===== src/sv/tansd_pkg.sv =====
package tansd_pkg;

    // Decoding table geometry
    localparam int TBL_BITS   = 6;
    localparam int TABLE_SIZE = 1 << TBL_BITS;
    localparam int NUM_SYM    = 16;
    localparam int SYM_IDX_W  = $clog2(NUM_SYM);

    // Widths of the derived column entries
    localparam int BASE_W = 12;   // prefix sum of up to 16 byte counts
    localparam int Y_W    = 9;    // y below twice the largest count
    localparam int K_W    = 3;    // shift never above TBL_BITS for a hit

    // Configuration register indexes
    localparam logic [1:0] REG_SYMBOLS_LOW  = 2'd0;
    localparam logic [1:0] REG_SYMBOLS_HIGH = 2'd1;
    localparam logic [1:0] REG_COUNTS_LOW   = 2'd2;
    localparam logic [1:0] REG_COUNTS_HIGH  = 2'd3;

    // Command codes carried on s_tuser
    localparam logic CMD_START = 1'b0;
    localparam logic CMD_STEP  = 1'b1;

    // Prefix sweep sequencer
    typedef enum logic [1:0] {
        SW_IDLE,
        SW_SWEEP,
        SW_REFRESH
    } sw_state_t;

    // One column of the decoding table
    typedef struct packed {
        logic [7:0]     sym;
        logic [Y_W-1:0] y;
        logic [K_W-1:0] k;
    } col_entry_t;

endpackage


===== src/sv/tans_symbol_decoder.sv =====
// Channel  | Dir | Beat contents
// s_*      | in  | tuser: cmd; tdata: initial_column[5:0], bit_window[11:6], zeros[15:12]
// m_*      | out | tdata: symbol[7:0], bits_used[10:8], table_error[11], zeros[15:12]
// cfg_*    | in  | cfg_index selects register 0..3, cfg_data is the 64-bit value
//
// One beat per cycle while m_tready is high and no sweep runs; a result beat goes through
// the input register, then one pass of column lookup into the result register.
// The running column, with its y and k, is kept so each step needs one table lookup.
// A write to either counts register starts a prefix-sum sweep over the 16 symbols, one
// symbol a cycle, then a refresh of the current column's y and k; s_tready is low then.
// Async reset (rst_n low) clears control state, sets sum_bad_reg; the start column is 0.
// Stalls on m_tready hold the result register and back up through the input register.
module tans_symbol_decoder
(
    input  logic        clk,
    input  logic        rst_n,
    input  logic        s_tvalid,
    output logic        s_tready,
    input  logic [15:0] s_tdata,    // [5:0] initial_column, [11:6] bit_window, [15:12] zero
    input  logic        s_tuser,    // [0] cmd
    output logic        m_tvalid,
    input  logic        m_tready,
    output logic [15:0] m_tdata,    // [7:0] symbol, [10:8] bits_used, [11] table_error
    input  logic        cfg_valid,
    output logic        cfg_ready,
    input  logic [1:0]  cfg_index,
    input  logic [63:0] cfg_data
);

    localparam int TB  = tansd_pkg::TBL_BITS;
    localparam int NS  = tansd_pkg::NUM_SYM;
    localparam int IW  = tansd_pkg::SYM_IDX_W;
    localparam int BW  = tansd_pkg::BASE_W;
    localparam int YW  = tansd_pkg::Y_W;
    localparam int KW  = tansd_pkg::K_W;

    // Configuration registers
    logic [63:0] sym_lo_reg, sym_hi_reg, cnt_lo_reg, cnt_hi_reg;
    logic [127:0] sym_all, cnt_all;
    logic        cfg_wr, cnt_wr;

    // Prefix sweep state
    tansd_pkg::sw_state_t sw_state_reg, sw_state_next;
    logic [IW-1:0] sw_idx_reg, sw_idx_next;
    logic [BW-1:0] sw_acc_reg, sw_acc_next;
    logic [BW-1:0] base_reg [NS];
    logic          sum_bad_reg, sum_bad_next;
    logic          base_wr;

    // Input and result registers
    logic          in_valid_reg;
    logic          in_cmd_reg;
    logic [TB-1:0] in_init_reg, in_win_reg;
    logic          out_valid_reg;
    logic [7:0]    out_sym_reg;
    logic [KW-1:0] out_used_reg;
    logic          out_err_reg;

    // Running decoder state
    logic [TB-1:0] cur_col_reg, cur_col_next;
    logic [YW-1:0] cur_y_reg;
    logic [KW-1:0] cur_k_reg;

    logic          advance, in_take;
    logic [TB-1:0] win_mask, step_bits;
    logic [15:0]   step_state;
    logic          step_ok, item_err;
    logic [TB-1:0] lk_col;
    tansd_pkg::col_entry_t lk;

    assign sym_all = {sym_hi_reg, sym_lo_reg};
    assign cnt_all = {cnt_hi_reg, cnt_lo_reg};

    // Column lookup: first symbol whose run covers column c
    function automatic tansd_pkg::col_entry_t col_lookup(
        input logic [TB-1:0]  c,
        input logic [127:0]   cnts,
        input logic [127:0]   syms,
        input logic [NS*BW-1:0] bases
    );
        tansd_pkg::col_entry_t e;
        logic [BW-1:0] cw, b, f, off;
        logic [YW-1:0] y;
        e = '0;
        cw = BW'(c);
        for (int n = NS - 1; n >= 0; n--)
        begin
            b   = bases[n*BW +: BW];
            f   = BW'(cnts[n*8 +: 8]);
            off = cw - b;
            if (cw >= b && cw < b + f)
            begin
                y     = YW'(f + off);
                e.sym = syms[n*8 +: 8];
                e.y   = y;
                e.k   = KW'(TB);
                for (int s = TB; s >= 0; s--)
                begin
                    if ((y >> (TB - s)) != '0)
                    begin
                        e.k = KW'(s);
                    end
                end
            end
        end
        return e;
    endfunction

    logic [NS*BW-1:0] base_flat;
    always_comb
    begin
        for (int n = 0; n < NS; n++)
        begin
            base_flat[n*BW +: BW] = base_reg[n];
        end
    end

    // Configuration writes
    assign cfg_ready = 1'b1;
    assign cfg_wr    = cfg_valid && cfg_ready;
    assign cnt_wr    = cfg_wr && (cfg_index == tansd_pkg::REG_COUNTS_LOW ||
                                  cfg_index == tansd_pkg::REG_COUNTS_HIGH);

    always_ff @(posedge clk or negedge rst_n)
    begin
        if (!rst_n)
        begin
            sym_lo_reg <= '0;
            sym_hi_reg <= '0;
            cnt_lo_reg <= '0;
            cnt_hi_reg <= '0;
        end
        else if (cfg_wr)
        begin
            case (cfg_index)
                tansd_pkg::REG_SYMBOLS_LOW:  sym_lo_reg <= cfg_data;
                tansd_pkg::REG_SYMBOLS_HIGH: sym_hi_reg <= cfg_data;
                tansd_pkg::REG_COUNTS_LOW:   cnt_lo_reg <= cfg_data;
                tansd_pkg::REG_COUNTS_HIGH:  cnt_hi_reg <= cfg_data;
                default:                     sym_lo_reg <= sym_lo_reg;
            endcase
        end
    end

    // Sweep sequencer: accumulate run bases one symbol a cycle
    always_comb
    begin
        sw_state_next = sw_state_reg;
        sw_idx_next   = sw_idx_reg;
        sw_acc_next   = sw_acc_reg;
        sum_bad_next  = sum_bad_reg;
        base_wr       = 1'b0;
        case (sw_state_reg)
            tansd_pkg::SW_IDLE:
            begin
            end
            tansd_pkg::SW_SWEEP:
            begin
                base_wr     = 1'b1;
                sw_acc_next = sw_acc_reg + BW'(cnt_all[sw_idx_reg*8 +: 8]);
                sw_idx_next = sw_idx_reg + 1'b1;
                if (sw_idx_reg == IW'(NS - 1))
                begin
                    sum_bad_next  = (sw_acc_next != BW'(tansd_pkg::TABLE_SIZE));
                    sw_state_next = tansd_pkg::SW_REFRESH;
                end
            end
            tansd_pkg::SW_REFRESH:
            begin
                sw_state_next = tansd_pkg::SW_IDLE;
            end
            default:
            begin
                sw_state_next = tansd_pkg::SW_IDLE;
            end
        endcase
        // A new count write restarts the sweep
        if (cnt_wr)
        begin
            sw_state_next = tansd_pkg::SW_SWEEP;
            sw_idx_next   = '0;
            sw_acc_next   = '0;
        end
    end

    always_ff @(posedge clk or negedge rst_n)
    begin
        if (!rst_n)
        begin
            sw_state_reg <= tansd_pkg::SW_IDLE;
            sw_idx_reg   <= '0;
            sw_acc_reg   <= '0;
            sum_bad_reg  <= 1'b1;
            for (int n = 0; n < NS; n++)
            begin
                base_reg[n] <= '0;
            end
        end
        else
        begin
            sw_state_reg <= sw_state_next;
            sw_idx_reg   <= sw_idx_next;
            sw_acc_reg   <= sw_acc_next;
            sum_bad_reg  <= sum_bad_next;
            if (base_wr)
            begin
                base_reg[sw_idx_reg] <= sw_acc_reg;
            end
        end
    end

    // Handshake: result register frees the input register
    assign advance  = in_valid_reg && (!out_valid_reg || m_tready);
    assign s_tready = (sw_state_reg == tansd_pkg::SW_IDLE) && (!in_valid_reg || advance);
    assign in_take  = s_tvalid && s_tready;

    // Step: consume k window bits and move to (y << k) + bits
    assign win_mask   = TB'((16'd1 << cur_k_reg) - 16'd1);
    assign step_bits  = in_win_reg & win_mask;
    assign step_state = (16'(cur_y_reg) << cur_k_reg) + 16'(step_bits);
    assign step_ok    = (step_state[15:TB] == 10'd1);

    always_comb
    begin
        if (in_cmd_reg == tansd_pkg::CMD_START)
        begin
            cur_col_next = in_init_reg;
            item_err     = sum_bad_reg;
        end
        else
        begin
            cur_col_next = step_ok ? step_state[TB-1:0] : '0;
            item_err     = sum_bad_reg || !step_ok;
        end
    end

    // Single lookup: new column on items, held column on refresh
    assign lk_col = (sw_state_reg == tansd_pkg::SW_REFRESH) ? cur_col_reg : cur_col_next;
    assign lk     = col_lookup(lk_col, cnt_all, sym_all, base_flat);

    // Input register
    always_ff @(posedge clk or negedge rst_n)
    begin
        if (!rst_n)
        begin
            in_valid_reg <= 1'b0;
        end
        else if (in_take)
        begin
            in_valid_reg <= 1'b1;
        end
        else if (advance)
        begin
            in_valid_reg <= 1'b0;
        end
    end

    always_ff @(posedge clk)
    begin
        if (in_take)
        begin
            in_cmd_reg  <= s_tuser;
            in_init_reg <= s_tdata[5:0];
            in_win_reg  <= s_tdata[11:6];
        end
    end

    // Result register and running state
    always_ff @(posedge clk or negedge rst_n)
    begin
        if (!rst_n)
        begin
            out_valid_reg <= 1'b0;
            cur_col_reg   <= '0;
            cur_y_reg     <= '0;
            cur_k_reg     <= '0;
        end
        else
        begin
            if (advance)
            begin
                out_valid_reg <= 1'b1;
                cur_col_reg   <= cur_col_next;
                cur_y_reg     <= lk.y;
                cur_k_reg     <= lk.k;
            end
            else
            begin
                if (m_tready)
                begin
                    out_valid_reg <= 1'b0;
                end
                if (sw_state_reg == tansd_pkg::SW_REFRESH)
                begin
                    cur_y_reg <= lk.y;
                    cur_k_reg <= lk.k;
                end
            end
        end
    end

    always_ff @(posedge clk)
    begin
        if (advance)
        begin
            out_sym_reg  <= lk.sym;
            out_used_reg <= (in_cmd_reg == tansd_pkg::CMD_START) ? '0 : cur_k_reg;
            out_err_reg  <= item_err;
        end
    end

    assign m_tvalid = out_valid_reg;
    assign m_tdata  = {4'b0000, out_err_reg, out_used_reg, out_sym_reg};

endmodule


===== config.mk =====
export PLATFORM = sky130hd
export DESIGN_NAME = tans_symbol_decoder
export DESIGN_NICKNAME = d
export VERILOG_FILES = /design/src/sv/tansd_pkg.sv /design/src/sv/tans_symbol_decoder.sv
export SDC_FILE = /design/constraint.sdc
export NUM_CORES = 2
export LEC_CHECK = 0
export BUFFER_PORTS_ARGS = -buffer_cell sky130_fd_sc_hd__buf_4
export CORE_MARGIN = 4
export CORE_UTILIZATION = 50
export DETAILED_ROUTE_END_ITERATION = 10
export PLACE_DENSITY_LB_ADDON = 0.2
export SLEW_MARGIN = 20
export SYNTH_ARGS = -nofsm -noshare
export SYNTH_HDL_FRONTEND = slang
export SYNTH_SLANG_ARGS = --single-unit

===== constraint.sdc =====
create_clock -name clk -period 14.2 [get_ports clk]
set_input_delay 2.84 -clock clk [delete_from_list [all_inputs] [get_ports clk]]
set_output_delay 2.84 -clock clk [all_outputs]
set_load 0.005 [all_outputs]

# Word-level counts from Yosys, hierarchy flattened
# Cells that the tools add are included.
[op_classes] add_sub_neg=52 order_cmp=34 eq_ne=10 shift=3 muxes=135 bitwise_logic=2 n_reduce_logical=136
[ops] operator="$reduce_bool 9->1" n=96
[ops] operator="$mux 20" n=16
[ops] operator="$mux 3" n=77
[ops] operator="$add 12x8->12" n=17
[ops] operator="$bwmux 192" n=1
[ops] operator="$ge 6x12->1" n=16
[ops] operator="$lt 6x12->1" n=16
[ops] operator="$add 8x9->9" n=16
[ops] operator="$sub 6x9->9" n=16
[ops] operator="$shiftx 128x8->8" n=1
[ops] operator="$demux 12 s4" n=1
[ops] operator="$mux 2" n=23
[ops] operator="$mux 12" n=3
[ops] operator="$logic_and 1x1->1" n=21
[ops] operator="$mux 6" n=3
[ops] operator="$mux 9" n=2
[ops] operator="$add 16x6->16" n=1
[ops] operator="$shl 9x3->16" n=1
[ops] operator="$ne 12x7->1 const B" n=1
[ops] operator="$reduce_and 2->1" n=6
[ops] operator="$eq 10x1->1 const B" n=1
[ops] operator="$mux 4" n=2
[ops] operator="$reduce_bool 2->1" n=4
[ops] operator="$and 6x6->6" n=1
[ops] operator="16 further kinds" n=30
[word_totals] regBits=512 inputBits=88 wordCells=407

# Longest topological paths before layout
[logic_depth] ltp_word=35 depth_mapped=34 ltp_nobuf=32

# Worst setup path before layout
# No wires, ideal clock.
[synth_timing] path_type="reg2reg" from="register cur_k_reg[1]" to="register out_sym_reg[0], data pin" setup_time_ps=265 arrival_time_ps=7825 t_required_ps=13935 slack_ps=6110 stages_incl_launch_ff=31 period_less_slack_ps=8090 cell_sequence="dfrtp_1 buf_2 buf_1 clkbuf_1 nand2_1 and3_1 ha_1 nor2b_1 o31a_1 o21a_1 o21ai_0 a41oi_1 a31o_2 and3b_1 a22o_1 mux2i_1 inv_1 ha_1 a21o_1 a21o_1 a21o_1 a211o_1 nor2b_1 o31a_1 a311o_1 clkbuf_1 clkbuf_1 a221oi_1 o31ai_1 nand4_1 nand3_1"
[synth_rtl] item="from (decl)" line_no="tans_symbol_decoder.sv:62" source="logic [KW-1:0] cur_k_reg;"
[synth_rtl] item="from (signal assigned)" line_no="tans_symbol_decoder.sv:285" source="cur_k_reg <= lk.k;"
[synth_rtl] item="from (signal assigned)" line_no="tans_symbol_decoder.sv:296" source="cur_k_reg <= lk.k;"
[synth_rtl] item="to (signal assigned)" line_no="tans_symbol_decoder.sv:306" source="out_sym_reg <= lk.sym;"
[synth_rtl] item="to (decl)" line_no="tans_symbol_decoder.sv:55" source="logic [7:0] out_sym_reg;"

==> flow_metrics.env <==
export IMPL_yosys_warnings=0
export IMPL_drv_slew=0
export IMPL_synth_ff_type="dfrtp_1"
export IMPL_cts_buffers=66
export IMPL_hold_path_class="reg -> reg"
export IMPL_cts_tree="yes"
export IMPL_io_buffers=97
export IMPL_worst_skew_pair_late_latency_ns=0.65
export IMPL_grt_pass1_vias=34403
export IMPL_holdPathEnd="sym_lo_reg[0]"
export IMPL_rows=108
export IMPL_drc_errors=0
export IMPL_ant_nets=0
export IMPL_period_minus_slack_ns=10.10
export IMPL_seq_area_frac_synth_pct=29.3
export IMPL_cts_resized=0
export IMPL_max_stage_delay_ns=1.05
export IMPL_min_period_over_period_pct=71.1
export IMPL_setup_tns_ns=0
export IMPL_finalNetCount=5437
export IMPL_clk_pin_slew_ns=0.06
export IMPL_yosysTopAreaCell="dfrtp_1"
export IMPL_async_reset_ff_share_pct=95.1
export IMPL_reg2regPathDepth=29
export IMPL_synth_fa_ha_area_share_pct=21.6
export IMPL_grt_overflow=0
export IMPL_synth_area_per_cell_um2=9.64
export IMPL_setup_viol=0
export IMPL_root_buffer="clkbuf_16"
export IMPL_reg2reg_to="out_sym_reg[7]"
export IMPL_startpoint_type="register"
export IMPL_crit_slowest_cell="dfrtp_1"
export IMPL_core_um2=87200
export IMPL_die_w_um=305
export IMPL_crit_buf_inv=3
export IMPL_rsz0062_at_grt="false"
export IMPL_clock_sinks=512
export IMPL_synth_area_leaders="dfrtp_1, ha_1, mux2_2"
export IMPL_critPathCaptureType="register"
export IMPL_synthMuxAreaShare_pct=12.1
export IMPL_cp_depth=29
export IMPL_max_cap_violations=0
export IMPL_wl_um=158000
export IMPL_drt_pass1_iter_count=6
export IMPL_dr_total_vias=35781
export IMPL_crit_fanout=38
export IMPL_worst_r2r_startpoint="cur_k_reg[0]"
export IMPL_h_tree_depth=3
export IMPL_clk_path_buf_depth=3
export IMPL_whs_path_depth=1
export IMPL_fmax_mhz=99.0
export IMPL_slew_headroom_pct=6.76
export IMPL_synth_compound_area_share_pct=15.7
export IMPL_grt_max_degree=137
export IMPL_worstSetupPathType="reg -> reg"
export IMPL_skew_ns=0.0404
export IMPL_min_from="sym_lo_reg[0]"
export IMPL_postCtsSetupRepairBufs=0
export IMPL_viasPerCell=6.09
export IMPL_gp_congestion=1.01
export IMPL_grt_usage_pct=33.4
export IMPL_die_h_um=305
export IMPL_dieArea_um2=93100
export IMPL_netlist_area_um2=44100
export IMPL_drtIter0Drc=3880
export IMPL_r2r_slack_ns=4.10
export IMPL_ys_seq_elements=512
export IMPL_synth_cell_type_count=98
export IMPL_dp_hpwl_um=118000
export IMPL_io_pins=107
export IMPL_cp_common_cell="nand2_1"
export IMPL_drive_gt1_share_pct=16.1
export IMPL_critPathRequiredTime_ns=14.55
export IMPL_synthXorXnorAreaFrac_pct=4.31
export IMPL_worstPathArrival_ns=10.45
export IMPL_finalHoldViolCount=0
export IMPL_synth_top_cell_area_share_pct=27.6
export IMPL_routedWlPerCell_um=27.0
export IMPL_ctsHoldBuffers=0
export IMPL_cp_top_family="compound AO/OA/AOI/OAI gates"
export IMPL_antenna_found_initial=15
export IMPL_grt_first_pass_wirelength_um=231000
export IMPL_synth_top_family_by_area="adder cells"
export IMPL_initial_core_util_pct=50.6
export IMPL_synth_edf_count=25
export IMPL_areaGrowthSynthToFinish_pct=9.95
export IMPL_status="finished clean"
export IMPL_largest_reg_flops=192
export IMPL_synth_simple_area_share_pct=10.5
export IMPL_syn_inst=4579
export IMPL_worst_slew_pin_slew_ns=1.39
-- worst register-to-register path: cells and delay by family, from the launching register on --
family,cells,cell delay (ns)
fa+ha+maj,2,0.68
flops,1,1.05
simple gates,11,2.82
mux,2,0.83
buf+inv,3,1.41
compound gates,11,3.06
-- Yosys cell counts, types with 21 or more instances --
| cell | instances |
|---|---|
| a211oi_1 | 32 |
| a21boi_0 | 25 |
| a21o_1 | 80 |
| a21oi_1 | 242 |
| a221oi_1 | 30 |
| a22oi_1 | 21 |
| a31oi_1 | 38 |
| buf_2 | 26 |
| clkbuf_1 | 103 |
| dfrtp_1 | 486 |
| edfxtp_1 | 25 |
| fa_1 | 114 |
| ha_1 | 578 |
| inv_1 | 580 |
| mux2_2 | 368 |
| mux4_2 | 45 |
| nand2_1 | 250 |
| nand2b_1 | 91 |
| nand3_1 | 64 |
| nor2_1 | 226 |
| nor2b_1 | 55 |
| nor3_1 | 61 |
| nor4_1 | 29 |
| o211ai_1 | 31 |
| o21a_1 | 42 |
| o21ai_0 | 261 |
| o21bai_1 | 51 |
| o22ai_1 | 21 |
| or3_1 | 34 |
| xnor2_1 | 139 |
| xor2_1 | 78 |
-- logic make-up after synthesis --
group	after synthesis
AO/OA/AOI/OAI	1058
XOR/XNOR	217
adder cells (fa/ha/maj)	692
buffers and inverters	737
flip-flops	512
multiplexers	432
other	2
AND/OR/NAND/NOR	929
-- per-layer routing --
| metal | part of all wire [%] | track usage (%) |
|---|---|---|
| met5 | 0.018 | 0 |
| met4 | 5.8 | 15.3 |
| met3 | 8.9 | 6.94 |
| met2 | 44 | 52.8 |
| met1 | 41 | 44.3 |
-- worst max path at each step --
stage | slack, ns | startpoint | to
2_1_floorplan | 6.11 | cur_k_reg[1] | out_sym_reg[0]
3_3_place_gp | 4.22 | cur_k_reg[0] | cur_y_reg[7]
3_5_place_dp | 4.06 | cur_k_reg[0] | cur_y_reg[7]
4_1_cts | 4.05 | cur_k_reg[0] | cur_y_reg[7]
5_1_grt | 3.69 | cur_k_reg[0] | cur_y_reg[7]
6_report | 4.10 | cur_k_reg[0] | out_sym_reg[7]
-- final cells by class --
cell class / count / area (um^2)
timing repair buffer: 163 / 1240
fill: 7846 / 38600
tap: 1155 / 1450
clock buffer: 88 / 1900
clock inverter: 32 / 338
multi-input combinational: 3333 / 28500
inverter: 581 / 2180
antenna: 7 / 17.5
sequential: 512 / 12900
-- cell usage in the layout (no fill, tap or decap), types with 31 or more instances in the layout --
master,Yosys,final
o211ai_1,31,31
nor3_1,61,61
mux2_2,368,368
xor2_1,78,78
a31oi_1,38,38
o21a_1,42,42
clkbuf_16,0,67
buf_4,8,161
nor2b_1,55,54
nand2_1,250,248
ha_1,578,578
nand2b_1,91,90
a21oi_1,242,242
dfrtp_1,486,482
a21o_1,80,80
inv_1,580,575
xnor2_1,139,139
o21bai_1,51,51
or3_1,34,34
fa_1,114,114
nand3_1,64,64
nor2_1,226,223
o21ai_0,261,258
mux4_2,45,45
a211oi_1,32,32
-- through the flow --
step | hold WS (ns) | instance area (um^2) | util (%) | instances | worst slack, ns
5_1_grt | 0.516 | 48500 | 55.6 | 5864 | 3.69
3_5_place_dp | 0.487 | 46300 | 53.1 | 5744 | 4.06
4_1_cts | 0.501 | 48500 | 55.6 | 5864 | 4.05
3_3_place_gp | 0.483 | 46300 | 53.1 | 5744 | 4.22
6_report | 0.504 | 48500 | 55.7 | 5871 | 4.10
2_1_floorplan | 0.445 | 44100 | - | 4582 | 6.11
Power is not shown: default switching activity piles up to over one toggle a cycle in this logic, so the estimate is an artifact.
